### config.mk
export PLATFORM = sky130hd
export DESIGN_NAME = fps_queue
export DESIGN_NICKNAME = d
export VERILOG_FILES = /design/src/rtl/fps_pkg.sv /design/src/rtl/fps_queue.sv
export VERILOG_INCLUDE_DIRS = /design/src /design/src/rtl
export SDC_FILE = /design/constraint.sdc
export NUM_CORES = 1
export LEC_CHECK = 0
export ABC_AREA = 1
export CAP_MARGIN = 10
export CORE_AREA = 2 2 123 125
export CTS_CLUSTER_DIAMETER = 80
export CTS_CLUSTER_SIZE = 8
export DETAILED_ROUTE_END_ITERATION = 6
export DIE_AREA = 0 0 125 127
export DONT_BUFFER_PORTS = 1
export PLACE_DENSITY = 0.42
export SLEW_MARGIN = 20
export SYNTH_ARGS = -nofsm -noshare
export SYNTH_HDL_FRONTEND = slang
export SYNTH_SLANG_ARGS = --single-unit
### constraint.sdc
create_clock -name clk -period 3.3 [get_ports clk]
set_clock_uncertainty 0.2 [all_clocks]
set_input_delay 0.33 -clock clk [delete_from_list [all_inputs] [get_ports clk]]
set_output_delay 0.33 -clock clk [all_outputs]
set_load 0.005 [all_outputs]
### src/rtl/fenwick_prefix_sum_table_assert.svh
// Assertion macros shared by the prefix-sum table RTL.
// Depends on nothing; define NO_ASSERTIONS to compile every check away.
`ifndef FENWICK_PREFIX_SUM_TABLE_ASSERT_SVH
`define FENWICK_PREFIX_SUM_TABLE_ASSERT_SVH

`ifndef NO_ASSERTIONS

// Whenever cond holds, result must hold in the same cycle.
`define FPS_ASSERT_IMPL(label, clk, rst_n, cond, result, msg) \
	label: assert property (@(posedge clk) disable iff (!rst_n) (cond) |-> (result)) \
		else $error(msg);

// Whenever cond holds, result must hold in the next cycle.
`define FPS_ASSERT_NEXT(label, clk, rst_n, cond, result, msg) \
	label: assert property (@(posedge clk) disable iff (!rst_n) (cond) |=> (result)) \
		else $error(msg);

// The expression must never be true.
`define FPS_ASSERT_NEVER(label, clk, rst_n, bad, msg) \
	label: assert property (@(posedge clk) disable iff (!rst_n) !(bad)) \
		else $error(msg);

`else

`define FPS_ASSERT_IMPL(label, clk, rst_n, cond, result, msg)
`define FPS_ASSERT_NEXT(label, clk, rst_n, cond, result, msg)
`define FPS_ASSERT_NEVER(label, clk, rst_n, bad, msg)

`endif

`endif

### src/rtl/fps_pkg.sv
// Shared types and constants for the Fenwick prefix-sum table.
// Used by the front, queue, back and top-level modules; depends on nothing.
package fps_pkg;

	localparam int POS_W      = 11;  // width of a table position
	localparam int WALK_W     = POS_W + 1;  // walk position may step past the size
	localparam int DELTA_W    = 32;
	localparam int RESULT_W   = 32;
	localparam int SIZE_MAX   = (1 << POS_W) - 1;
	localparam logic [POS_W-1:0] SIZE_RESET = 11'd1024;

	localparam int QUEUE_DEPTH = 2;
	localparam int QPTR_W      = 1;
	localparam int QCNT_W      = 2;

	localparam logic OP_ADD   = 1'b0;
	localparam logic OP_QUERY = 1'b1;

	typedef enum logic [1:0] {
		CMD_UPDATE,
		CMD_QUERY,
		CMD_REJECT
	} cmd_kind_t;

	typedef struct packed {
		cmd_kind_t                  kind;
		logic [POS_W-1:0]           pos;
		logic signed [DELTA_W-1:0]  delta;
	} cmd_t;

	typedef enum logic [1:0] {
		ST_CLEAR,
		ST_IDLE,
		ST_WALK,
		ST_LAST
	} back_state_t;

endpackage

### src/rtl/fps_queue.sv
// Short command queue between the front end and the table walker.
// Depends on fps_pkg and the assertion macro header.
`include "fenwick_prefix_sum_table_assert.svh"

module fps_queue (
	input  logic          clk,
	input  logic          arst_n,
	input  logic          push,
	output logic          push_ready,
	input  fps_pkg::cmd_t push_cmd,
	output logic          pop_valid,
	input  logic          pop,
	output fps_pkg::cmd_t pop_cmd
);

	fps_pkg::cmd_t                 entry_q [fps_pkg::QUEUE_DEPTH];
	logic [fps_pkg::QPTR_W-1:0]    wr_ptr_q;
	logic [fps_pkg::QPTR_W-1:0]    rd_ptr_q;
	logic [fps_pkg::QCNT_W-1:0]    count_q;
	logic                          do_push;
	logic                          do_pop;

	assign push_ready = count_q != fps_pkg::QCNT_W'(fps_pkg::QUEUE_DEPTH);
	assign pop_valid  = count_q != '0;
	assign pop_cmd    = entry_q[rd_ptr_q];
	assign do_push    = push && push_ready;
	assign do_pop     = pop && pop_valid;

	always_ff @(posedge clk or negedge arst_n) begin
		if (!arst_n) begin
			wr_ptr_q <= '0;
			rd_ptr_q <= '0;
			count_q  <= '0;
		end else begin
			if (do_push) begin
				wr_ptr_q <= wr_ptr_q + 1'b1;
			end
			if (do_pop) begin
				rd_ptr_q <= rd_ptr_q + 1'b1;
			end
			unique case ({do_push, do_pop})
				2'b10:   count_q <= count_q + 1'b1;
				2'b01:   count_q <= count_q - 1'b1;
				default: count_q <= count_q;
			endcase
		end
	end

	always_ff @(posedge clk) begin
		if (do_push) begin
			entry_q[wr_ptr_q] <= push_cmd;
		end
	end

	`FPS_ASSERT_NEVER(a_queue_over, clk, arst_n, count_q > fps_pkg::QCNT_W'(fps_pkg::QUEUE_DEPTH), "queue count past depth")
	`FPS_ASSERT_IMPL(a_pop_nonempty, clk, arst_n, pop, pop_valid, "pop from an empty queue")
	`FPS_ASSERT_NEXT(a_count_push, clk, arst_n, do_push && !do_pop, count_q != '0, "push left queue empty")

endmodule

Yosys cells after proc, flatten, opt, wreduce, memory -nomap -nowiden
Memory sizes are Yosys's and may differ from the RTL's. Cells that the tools add are included.

Register bits after elaboration: 4. RAM bits: 90. Input port bits: 49. Output and inout bits: 47. Word-level logic and storage cells: 18. Memories: 1.

Add/sub/neg operators: 4. Equal/unequal tests: 3. Muxes and demuxes: 3. Reduce and logical (&&, ||, !) cells: 4.

Memories: entry_q (words 2, width 45, rd ports 1, clocked after memory_dff 0, wr ports 1, RTL line fps_queue.sv:16) `fps_pkg::cmd_t entry_q [fps_pkg::QUEUE_DEPTH];`.

Operators by type and width (count): 2-bit case mux with 2 select lines (1); 2-bit nonzero test (2); 1-bit adder (second input constant) (2); 2-bit by 1-bit adder with 2-bit output (second input constant) (1); 2-bit by 1-bit == test with 1-bit output (second input constant) (1); 2-bit == test (second input constant) (1); 1-bit logical AND (2); 1-bit 2-to-1 mux (2); 2-bit inequality test (second input constant) (1); 2-bit by 1-bit subtractor with 2-bit output (second input constant) (1).

Depth between registers and ports, before layout
Word-level depth: 4. Gate-level depth with buffers: 10. Mapped depth without buffers: 10.

Worst setup path before layout
Ideal clock, no wire load.

Kind: reg-to-reg. Start: register count_q[0] (netlist bit). End: memory entry_q[0][0] (netlist bit) (enable). Setup time: 0.448 ns. Data arrival time: 2.497 ns. Data required time: 2.652 ns. Path slack: 0.155 ns. Stages on the path, launching flop included: 5. Path buffers: 0. Period minus slack after synthesis: 3.145 ns. Path through: dfrtp_1 -> inv_1 -> nand2_2 -> nand2_4 -> nor2_1.

Longest elaborated chain between the ends: 4.

RTL lines: from (decl) (RTL line fps_queue.sv:19) `logic [fps_pkg::QCNT_W-1:0] count_q;`; from (signal assigned) (RTL line fps_queue.sv:42) `2'b10: count_q <= count_q + 1'b1;`; from (signal assigned) (RTL line fps_queue.sv:43) `2'b01: count_q <= count_q - 1'b1;`; from (signal assigned) (RTL line fps_queue.sv:44) `default: count_q <= count_q;`; 2-bit inequality test (RTL line fps_queue.sv:23) `assign push_ready = count_q != fps_pkg::QCNT_W'(fps_pkg::QUEUE_DEPTH);`; via push_ready (RTL line fps_queue.sv:9) `output logic push_ready,`; 1-bit logical AND (RTL line fps_queue.sv:26) `assign do_push = push && push_ready;`; 1-bit 2-to-1 mux (RTL line fps_queue.sv:50) `if (do_push) begin`; 1-bit 2-to-1 mux (not written as such) (RTL line fps_queue.sv:51) `entry_q[wr_ptr_q] <= push_cmd;`; to (decl) (RTL line fps_queue.sv:16).

The timed path passes the listed nets, and every way through them passes these cells.

==> impl_metrics.toml <==
[drt]
finalWirelength_um = 7290
first_iter_violations = 90
vias_per_cell = 3.97
avgRoutedWirePerCell_um = 14.3
firstDrtPassIters = 4
drc = 0
ant_nets = 0
vias = 2016

[die]
die_x_um = 125
rows = 44
die-area_mm2 = 0.0159
dieHeight_um = 127
io_pins = 96
start_util_pct = 24.7
coreArea_mm2 = 0.0144

[setup_path]
worstSetupPathType = "flip-flop to primary output"
rr_endpoint = "count_q[1]$_DFFE_PN0P_"
required_ps = 2770
cp_max_fo = 46
cp-end-kind = "primary output"
start_kind = "flip-flop"
rr_startpoint = "count_q[0]$_DFFE_PN0P_"
r2r_setup_slack_ps = 1620
rr_worst_depth = 9
crit_arrival_ps = 1640

[synth]
yosysTopAreaCellShare_pct = 75.9
synthFlopType = "edfxtp_1"
synth_common_cells = "143 x nand2_1, 90 x edfxtp_1, 6 x inv_1"
synthCells = 264
yosysUniqueCellTypes = 18
synth-edff-count = 90
syn_nets = 314
syn_area_mm2 = 0.00356
async_flop_share_pct = 4.26
synth_most_common_cell = "nand2_1"
yosysWarnings = 0
ys_ff_latch = 94
synth_area_per_cell_um2 = 13.5
yosys.area.top_type = "edfxtp_1"
synthTopCellsByArea = "edfxtp_1 76%, nand2_1 15%, dfrtp_1 2.8%"
ys_seq_area_share_pct = 78.7

[final_layout]
nNetsFinal = 369
antenna_cells = 0
fillers = 1452
syn_to_final_growth_pct = 25.9
layout-drive-gt1-share_pct = 7.10
stdcell_count = 508

[global_route]
grt_first_pass_wirelength_um = 11600
antenna_found_initial = 0
overflow = 0
grt_pass1_vias = 2144
groute.usage.overall_pct = 9.73
grt_max_degree = 47

[cts]
clock_path_buffers = 2
cts-root-buf = "clkbuf_16"
clk_pin_slew_ps = 60
numCtsBuffers = 9
clk_latency_ps = 340
cts_sinks = 94
tritoncts = "done"
h-tree-depth = 3

[pwr]
fin_total_pwr_mw = 3.63
p_leak_nw = 1.73
powerDensity_mw_per_mm2 = 809
vdd_drop_max_uv = 346

[timing]
final.setup.worst_slack_ps = 1130
finalMaxSlewViolations = 0
min_period_ps = 2170
relSlewSlack_pct = 43.3
fmax_ghz = 0.461
fin_setup_tns_ps = 0
rsz0062_at_grt = "no"
finalSetupViolCount = 0
tightest_slew_ps = 850
period_share_pct = 65.8
hold_violations = 0

[place]
dp_worst_setup_slack_ps = 1400
gp_congestion = 0.661
dp_cells = 444
port_buffers = 0
place_hpwl_um = 4430

[worst_hold_path]
hold_class = "input port to asynchronous set/reset pin"

[run]
drv_cap = 0

[run_status]
run_status = "completed"
[power breakdown]
group          internal (mW)  switching, mW  leakage, nW  total, mW
clock                  0.581          0.417        0.135      0.998
combinational          0.242          0.690        0.711      0.931
sequential              1.63         0.0696        0.884       1.70
total                   2.45           1.18         1.73       3.63
[routing by layer]
layer	up-vias	wire length [um]	global-route usage [%]
met5	-	0	0
met4	0	166	5.10
met3	10	500	4.23
met2	63	3400	14.8
met1	954	3220	11.7
li1	989	-	-
[cells in the final DEF (no fill, tap or decap), types with 2 or more instances in the layout]
| cell type | count |
|---|---|
| edfxtp_1 | 90 |
| clkbuf_1 | 2 |
| clkinv_1 | 2 |
| dfrtp_1 | 3 |
| buf_4 | 5 |
| nand2_1 | 143 |
| dlygate4sd3_1 | 48 |
| clkbuf_16 | 9 |
| nor2_4 | 2 |
| inv_1 | 6 |
| nand3_1 | 2 |
[per-stage QoR]
step | hold slack (ps) | instance area (um^2) | util [%]
floorplan | -166 | 3560 | -
global placement | -165 | 3720 | 25.8
detailed placement | -165 | 3720 | 25.8
CTS | 57.3 | 4480 | 31.1
global route | 75.3 | 4480 | 31.1
finish | 60.4 | 4480 | 31.1
[sequential cells by signal (all words and copies together) (netlist names)]
signal,cells
rd_ptr_q,1
entry_q,90
count_q,2
wr_ptr_q,1
[final cells by class]
class                   instances  area (um^2)  share of cell area (%)
multi-input cells             154          623                    13.9
clock buffers                  11          233                    5.19
flip-flops and latches         94         2800                    62.5
well taps                     184          230                    5.13
inverters                       7         26.3                   0.586
clock inverters                 5         50.0                    1.12
repair buffers                 53          518                    11.6
[how the worst max path moves through the flow]
stage | start | end | cells after the start
3_5_place_dp | rd_ptr_q$_DFFE_PN0P_ | pop_cmd[11] | 3
4_1_cts | rd_ptr_q$_DFFE_PN0P_ | pop_cmd[11] | 3
6_report | rd_ptr_q$_DFFE_PN0P_ | pop_cmd[11] | 3
5_1_grt | rd_ptr_q$_DFFE_PN0P_ | pop_cmd[10] | 3
3_3_place_gp | rd_ptr_q$_DFFE_PN0P_ | pop_cmd[44] | 3
2_1_floorplan | count_q[0]$_DFFE_PN0P_ | entry_q[0][0]$_DFFE_PP_ | 4
[logic make-up after synthesis]
| family | share of synthesized area, % |
|---|---|
| AND/OR/NAND/NOR | 16.5 |
| XOR/XNOR | 0.246 |
| flip-flops | 78.7 |
| adder cells (fa/ha/maj) | 0.351 |
| buffers and inverters | 4.01 |
| AO/OA/AOI/OAI | 0.140 |
[critical path, cell delays in order, from the launching register on]
cell and delay, ps:
dfrtp_2 400, inv_2 620, nand2_1 140, nand2_1 130
[repair_timing]
action                                  in CTS  in global routing
endpoints found under the setup margin       0                  0
gates resized for setup                      0                  0
hold buffers                                48                  0
hold endpoints to repair                    96                  0
setup buffers                                0                  0
(Power assumes the default switching activity.)
