## src/rtl/fenwick_prefix_sum_table_assert.svh

```systemverilog
// Assertion macros shared by the prefix-sum table RTL.
// Depends on nothing; define NO_ASSERTIONS to compile every check away.
`ifndef FENWICK_PREFIX_SUM_TABLE_ASSERT_SVH
`define FENWICK_PREFIX_SUM_TABLE_ASSERT_SVH

`ifndef NO_ASSERTIONS

// Whenever cond holds, result must hold in the same cycle.
`define FPS_ASSERT_IMPL(label, clk, rst_n, cond, result, msg) \
	label: assert property (@(posedge clk) disable iff (!rst_n) (cond) |-> (result)) \
		else $error(msg);

// Whenever cond holds, result must hold in the next cycle.
`define FPS_ASSERT_NEXT(label, clk, rst_n, cond, result, msg) \
	label: assert property (@(posedge clk) disable iff (!rst_n) (cond) |=> (result)) \
		else $error(msg);

// The expression must never be true.
`define FPS_ASSERT_NEVER(label, clk, rst_n, bad, msg) \
	label: assert property (@(posedge clk) disable iff (!rst_n) !(bad)) \
		else $error(msg);

`else

`define FPS_ASSERT_IMPL(label, clk, rst_n, cond, result, msg)
`define FPS_ASSERT_NEXT(label, clk, rst_n, cond, result, msg)
`define FPS_ASSERT_NEVER(label, clk, rst_n, bad, msg)

`endif

`endif

```

## src/rtl/fps_pkg.sv

```systemverilog
// Shared types and constants for the Fenwick prefix-sum table.
// Used by the front, queue, back and top-level modules; depends on nothing.
package fps_pkg;

	localparam int POS_W      = 11;  // width of a table position
	localparam int WALK_W     = POS_W + 1;  // walk position may step past the size
	localparam int DELTA_W    = 32;
	localparam int RESULT_W   = 32;
	localparam int SIZE_MAX   = (1 << POS_W) - 1;
	localparam logic [POS_W-1:0] SIZE_RESET = 11'd1024;

	localparam int QUEUE_DEPTH = 2;
	localparam int QPTR_W      = 1;
	localparam int QCNT_W      = 2;

	localparam logic OP_ADD   = 1'b0;
	localparam logic OP_QUERY = 1'b1;

	typedef enum logic [1:0] {
		CMD_UPDATE,
		CMD_QUERY,
		CMD_REJECT
	} cmd_kind_t;

	typedef struct packed {
		cmd_kind_t                  kind;
		logic [POS_W-1:0]           pos;
		logic signed [DELTA_W-1:0]  delta;
	} cmd_t;

	typedef enum logic [1:0] {
		ST_CLEAR,
		ST_IDLE,
		ST_WALK,
		ST_LAST
	} back_state_t;

endpackage

```

## src/rtl/fps_front.sv

```systemverilog
// Front end of the prefix-sum table: accepts items and classifies them.
// Depends on fps_pkg.
module fps_front (
	input  logic                       clk,
	input  logic                       arst_n,
	input  logic                       clearing,
	input  logic [fps_pkg::POS_W-1:0]  eff_size,
	input  logic                       in_valid,
	output logic                       in_ready,
	input  logic                       in_opcode,
	input  logic [fps_pkg::POS_W-1:0]  in_pos,
	input  logic [fps_pkg::DELTA_W-1:0] in_delta,
	output logic                       push,
	input  logic                       push_ready,
	output fps_pkg::cmd_t              push_cmd
);

	logic          valid_s1;
	fps_pkg::cmd_t cmd_s1;
	fps_pkg::cmd_t cmd_new;
	logic          in_xfer;

	// An update needs a nonzero position; both kinds must stay within the size.
	always_comb begin
		cmd_new.pos   = in_pos;
		cmd_new.delta = in_delta;
		if (in_pos > eff_size) begin
			cmd_new.kind = fps_pkg::CMD_REJECT;
		end else if (in_opcode == fps_pkg::OP_QUERY) begin
			cmd_new.kind = fps_pkg::CMD_QUERY;
		end else if (in_pos == '0) begin
			cmd_new.kind = fps_pkg::CMD_REJECT;
		end else begin
			cmd_new.kind = fps_pkg::CMD_UPDATE;
		end
	end

	assign in_ready = !clearing && (!valid_s1 || push_ready);
	assign in_xfer  = in_valid && in_ready;
	assign push     = valid_s1;
	assign push_cmd = cmd_s1;

	always_ff @(posedge clk or negedge arst_n) begin
		if (!arst_n) begin
			valid_s1 <= 1'b0;
		end else if (in_xfer) begin
			valid_s1 <= 1'b1;
		end else if (push_ready) begin
			valid_s1 <= 1'b0;
		end
	end

	always_ff @(posedge clk) begin
		if (in_xfer) begin
			cmd_s1 <= cmd_new;
		end
	end

endmodule

```

## config.mk

```make
export PLATFORM = sky130hd
export DESIGN_NAME = fps_front
export DESIGN_NICKNAME = d
export VERILOG_FILES = /design/src/rtl/fenwick_prefix_sum_table_assert.svh /design/src/rtl/fps_pkg.sv /design/src/rtl/fps_front.sv
export SDC_FILE = /design/constraint.sdc
export NUM_CORES = 1
export LEC_CHECK = 0
export BUFFER_PORTS_ARGS = -buffer_cell sky130_fd_sc_hd__buf_2
export CAP_MARGIN = 15
export CORE_ASPECT_RATIO = 0.6
export CORE_MARGIN = 2
export CORE_UTILIZATION = 34
export CTS_CLUSTER_DIAMETER = 50
export DETAILED_ROUTE_END_ITERATION = 8
export PLACE_DENSITY_LB_ADDON = 0.1
export SLEW_MARGIN = 0
export SYNTH_ARGS = -nofsm -noshare
export SYNTH_HDL_FRONTEND = slang
export SYNTH_SLANG_ARGS = --single-unit
```

## constraint.sdc

```tcl
create_clock -name clk -period 4.37 [get_ports clk]
set_input_delay 0.6555 -clock clk [delete_from_list [all_inputs] [get_ports clk]]
set_output_delay 0.6555 -clock clk [all_outputs]
set_load 0.05 [all_outputs]
```

# After elaboration in Yosys (flattened, before gate mapping)
# Index checks and enable logic that the tools add are counted.
[totals] register_bits=46 out_inout_bits=47 elab_cells=16
[op_classes] n_lt_le_gt_ge=1 n_mux=4 n_reduce_logical=7
[ops] cell="11-bit greater-than comparator" n=1
[ops] cell="11-bit logical NOT" n=1
[ops] cell="2-bit two-way mux" n=2
[ops] cell="1-bit logical AND" n=2
[ops] cell="1-bit logical NOT" n=2
[ops] cell="1-bit two-way mux" n=2
[ops] cell="2-bit nonzero test" n=1
[ops] cell="1-bit logical OR" n=1

# Longest topological paths before layout
[depth] word_depth=5 ltp_mapped=7

# Worst setup path after synthesis
# Ideal clock, no wire load.
[synth_path] kind="input to register" startpoint="input port push_ready" endpoint="register cmd_s1, in the netlist push_cmd[0], enable pin" setup_ns=0.408 arrival_time_ns=2.736 required_time_ns=3.962 setup_slack_ns=1.226 stages=3 path_cell_list="inv_1 > a21oi_1 > and2_1"
[synth_between] elab_chain_len=3
[synth_lines] item="start, declared" line_no="fps_front.sv:14" source="input logic push_ready,"
[synth_lines] item="1-bit logical OR" line_no="fps_front.sv:38" source="assign in_ready = !clearing && (!valid_s1 || push_ready);"
[synth_lines] item="1-bit logical AND" line_no="fps_front.sv:38"
[synth_lines] item="net in_ready" line_no="fps_front.sv:9" source="output logic in_ready,"
[synth_lines] item="1-bit logical AND" line_no="fps_front.sv:39" source="assign in_xfer = in_valid && in_ready;"
[synth_lines] item="net in_xfer" line_no="fps_front.sv:21" source="logic in_xfer;"
[synth_lines] item="end signal, assigned" line_no="fps_front.sv:55" source="cmd_s1 <= cmd_new;"
[synth_lines] item="end, declared" line_no="fps_front.sv:19" source="fps_pkg::cmd_t cmd_s1;"
# The timed path passes the listed nets, and every way through them passes these cells.
# A chain may end at the register's enable or synchronous reset.

# Worst setup path after layout
[layout_path] startpoint="input port in_pos[10] (netlist name)" endpoint="register cmd_s1, in the netlist push_cmd[44], data pin"
[layout_between] elab_chain_len=3
[layout_lines] item="start, declared" line_no="fps_front.sv:11" source="input logic [fps_pkg::POS_W-1:0] in_pos,"
[layout_lines] item="branches (longest 3 deep; another with 11-bit greater-than comparator)"
# Several ways; the timed one is not identified.

==> metrics.md <==
| Metric | Value |
|---|---|
| Leak | `1.11 nW` |
| Clock Skew | `0.00334 ns` |
| Syn_nets | `164` |
| Post-CTS Setup Bufs | `0` |
| Setup ws final | `2.46 ns` |
| CP startpoint kind | `input port` |
| Max cap viols | `0` |
| Iter 0 DRT Violations | `59` |
| RSZ-0062 raised after global routing | `no` |
| Finished Layout Cells | `270` |
| Die Wd | `95.5 um` |
| Slew HR | `30.9%` |
| Critical Path End Type | `register` |
| Antenna-violating nets left | `0` |
| Total CTS buffers | `5` |
| Busiest layer in global routing | `met1` |
| Vias in the first global route | `1129` |
| Area growth, synth to finish | `42.3%` |
| Seq/Total Area, Yosys | `80.6%` |
| Total inserted antenna cells | `0` |
| Routability cong. | `0.776` |
| First-pass GRT wire length | `5430 um` |
| Design area | `2430 um^2` |
| Final worst-path cycle share | `43.8%` |
| Root Buffer Master | `clkbuf_8` |
| Nets | `277` |
| Worst reg2reg path depth | `2` |
| M2 GR Usage | `18.5%` |
| Hold Path Class | `input port to async pin` |
| Largest net degree at the start of global routing | `47` |
| Layout cells sized above 1 | `56.0%` |
| Tot GR Track Use | `13.3%` |
| Number of port buffers | `106` |
| Mapped Cells | `93` |
| Crit Path Class | `input port to register` |
| Final setup viols | `0` |
| Maximum fanout along the worst path | `3` |
| Die height | `58.9 um` |
| Die area | `5620 um^2` |
| Status | `finished, final reports clean` |
| CTS tree | `built` |
| Clock Path Buffers | `2` |
| Minimum clock period | `1.91 ns` |
| H-Tree Depth | `2` |
| Cell area after synthesis | `1710 um^2` |
| Hold Fails Final Rpt | `0` |
| Fmax | `522 MHz` |
| Total grt overflow | `0` |
| Ys Warns | `0` |
| Crit path required time | `4.42 ns` |
| Pre-CTS setup slack | `2.15 ns` |
| Met3 Track Usage GR | `4.74%` |
| Synthesized flop and latch total | `46` |
| Routed vias | `1186` |
| Routed WL | `3740 um` |
| Synth Area per Inst | `18.4 um^2` |
| Max Slew Vio Count | `0` |
| Number of remaining DRC errors | `0` |
| Clock Latency Late Sink | `0.29 ns` |
| Final hold slack | `0.120 ns` |
| Dpl hpwl | `2920 um` |
| CTS Sinks | `46` |
| PD cells | `403 nW/um^2` |
| Core ar. | `4710 um^2` |
| Worst endpoint data arrival time | `1.97 ns` |
| Setup_tns | `0 ns` |
| Vias per cell | `4.39` |
| Final core occ | `51.6%` |
| Per-cell routed wire length | `13.8 um` |
| Antenna violations before repair | `0` |
| Design Power | `980 uW` |
| Initial core utilization | `36.3%` |
| Drt pass-1 iters | `3` |
| I/O pin total | `107` |
| Dpl cell area | `2320 um^2` |
| Worst VDD drop | `0.000208 V` |
| Cts hold-fix bufs | `0` |
| Num rows | `19` |
| Post-CTS sizing | `0` |
| Clk slew on worst S/H paths | `0.09 ns` |
| Netlist cell types | `21` |
| Actual slew at the worst max-slew pin | `1.04 ns` |
| Placed insts | `262` |
| GRT met1 Usage | `19.4%` |
worst paths after layout:
path,end,slack (ns),start
setup reg to reg,push_cmd[24],2.55,push
hold reg to reg,push,0.52,push
min in group clk,push,0.52,push
max in group asynchronous,push,4.17,arst_n
hold / removal,push,0.12,arst_n
setup / recovery,push_cmd[44],2.46,in_pos[10]
where the power goes:
| group | internal, mW | total, mW | switching [mW] | leakage [nW] |
|---|---|---|---|---|
| sequential | 0.509 | 0.514 | 0.00507 | 0.432 |
| combinational | 0.0438 | 0.153 | 0.109 | 0.620 |
| clock | 0.171 | 0.313 | 0.142 | 0.0585 |
| total | 0.724 | 0.980 | 0.256 | 1.11 |
layout make-up:
cell class / count / area, um^2
Clock buffer: 5 / 68.8
Clock inverter: 3 / 43.8
Fill cell: 432 / 2280
Inverter: 12 / 45.0
Multi-Input combinational cell: 35 / 288
Sequential cell: 46 / 1380
Tap cell: 63 / 78.8
Timing Repair Buffer: 106 / 531
cells in the final DEF, fill, tap and decap left out, drive strengths merged:
master | Yosys | layout
a21oi | 4 | 4
a211oi | 1 | 1
clkinv | 0 | 1
and4 | 1 | 1
nor4 | 3 | 3
nand3 | 2 | 2
ha | 11 | 11
nor2b | 1 | 1
bufinv | 0 | 1
nand2 | 2 | 2
and2 | 1 | 1
buf | 0 | 106
a221oi | 1 | 1
or3b | 1 | 1
edfxtp | 45 | 45
a31o | 1 | 1
o21ai | 2 | 2
clkbuf | 0 | 5
inv | 12 | 13
a21o | 2 | 2
dfrtp | 1 | 1
nor3 | 1 | 1
nor2 | 1 | 1
cells by family after synthesis:
| group | count (synthesis) | synth area share [%] |
|---|---|---|
| buffers and inverters | 12 | 2.64 |
| flip-flops | 46 | 80.6 |
| AND/OR/NAND/NOR | 13 | 4.40 |
| adder cells (fa/ha/maj) | 11 | 8.06 |
| AO/OA/AOI/OAI | 11 | 4.32 |
critical path, cell delays in order:
cell     delay (ns)
buf_2          0.11
ha_1           0.30
nand3_1        0.12
nor3_1         0.28
and4_1         0.26
a21oi_2        0.05
a31o_1         0.20
per-layer routing:
metal  share of wire (%)  routed length, um  vias to the layer above
li1                    -                  -                      579
met1                  48               1800                      541
met2                  42               1560                       63
met3                 9.8                365                        3
met4                0.37                 14                        0
met5                   0                  0                        -
synthesized netlist by cell type:
master / n / area share, %
a211oi_1: 1 / 0.44
a21o_1: 2 / 0.88
a21oi_1: 3 / 0.88
a21oi_2: 1 / 0.51
a221oi_1: 1 / 0.51
a31o_1: 1 / 0.51
and2_1: 1 / 0.37
and4_1: 1 / 0.51
dfrtp_1: 1 / 1.5
edfxtp_1: 45 / 79
ha_1: 11 / 8.1
inv_1: 12 / 2.6
nand2_1: 2 / 0.44
nand3_1: 2 / 0.59
nor2_1: 1 / 0.22
nor2b_1: 1 / 0.37
nor3_1: 1 / 0.29
nor4_1: 3 / 1.1
o21ai_0: 1 / 0.29
o21ai_1: 1 / 0.29
or3b_1: 1 / 0.51
sequential cells by signal (all words and copies together) (netlist names):
signal	flops
push_cmd	45
push	1
Note: power is estimated with default switching activity, not from simulation.
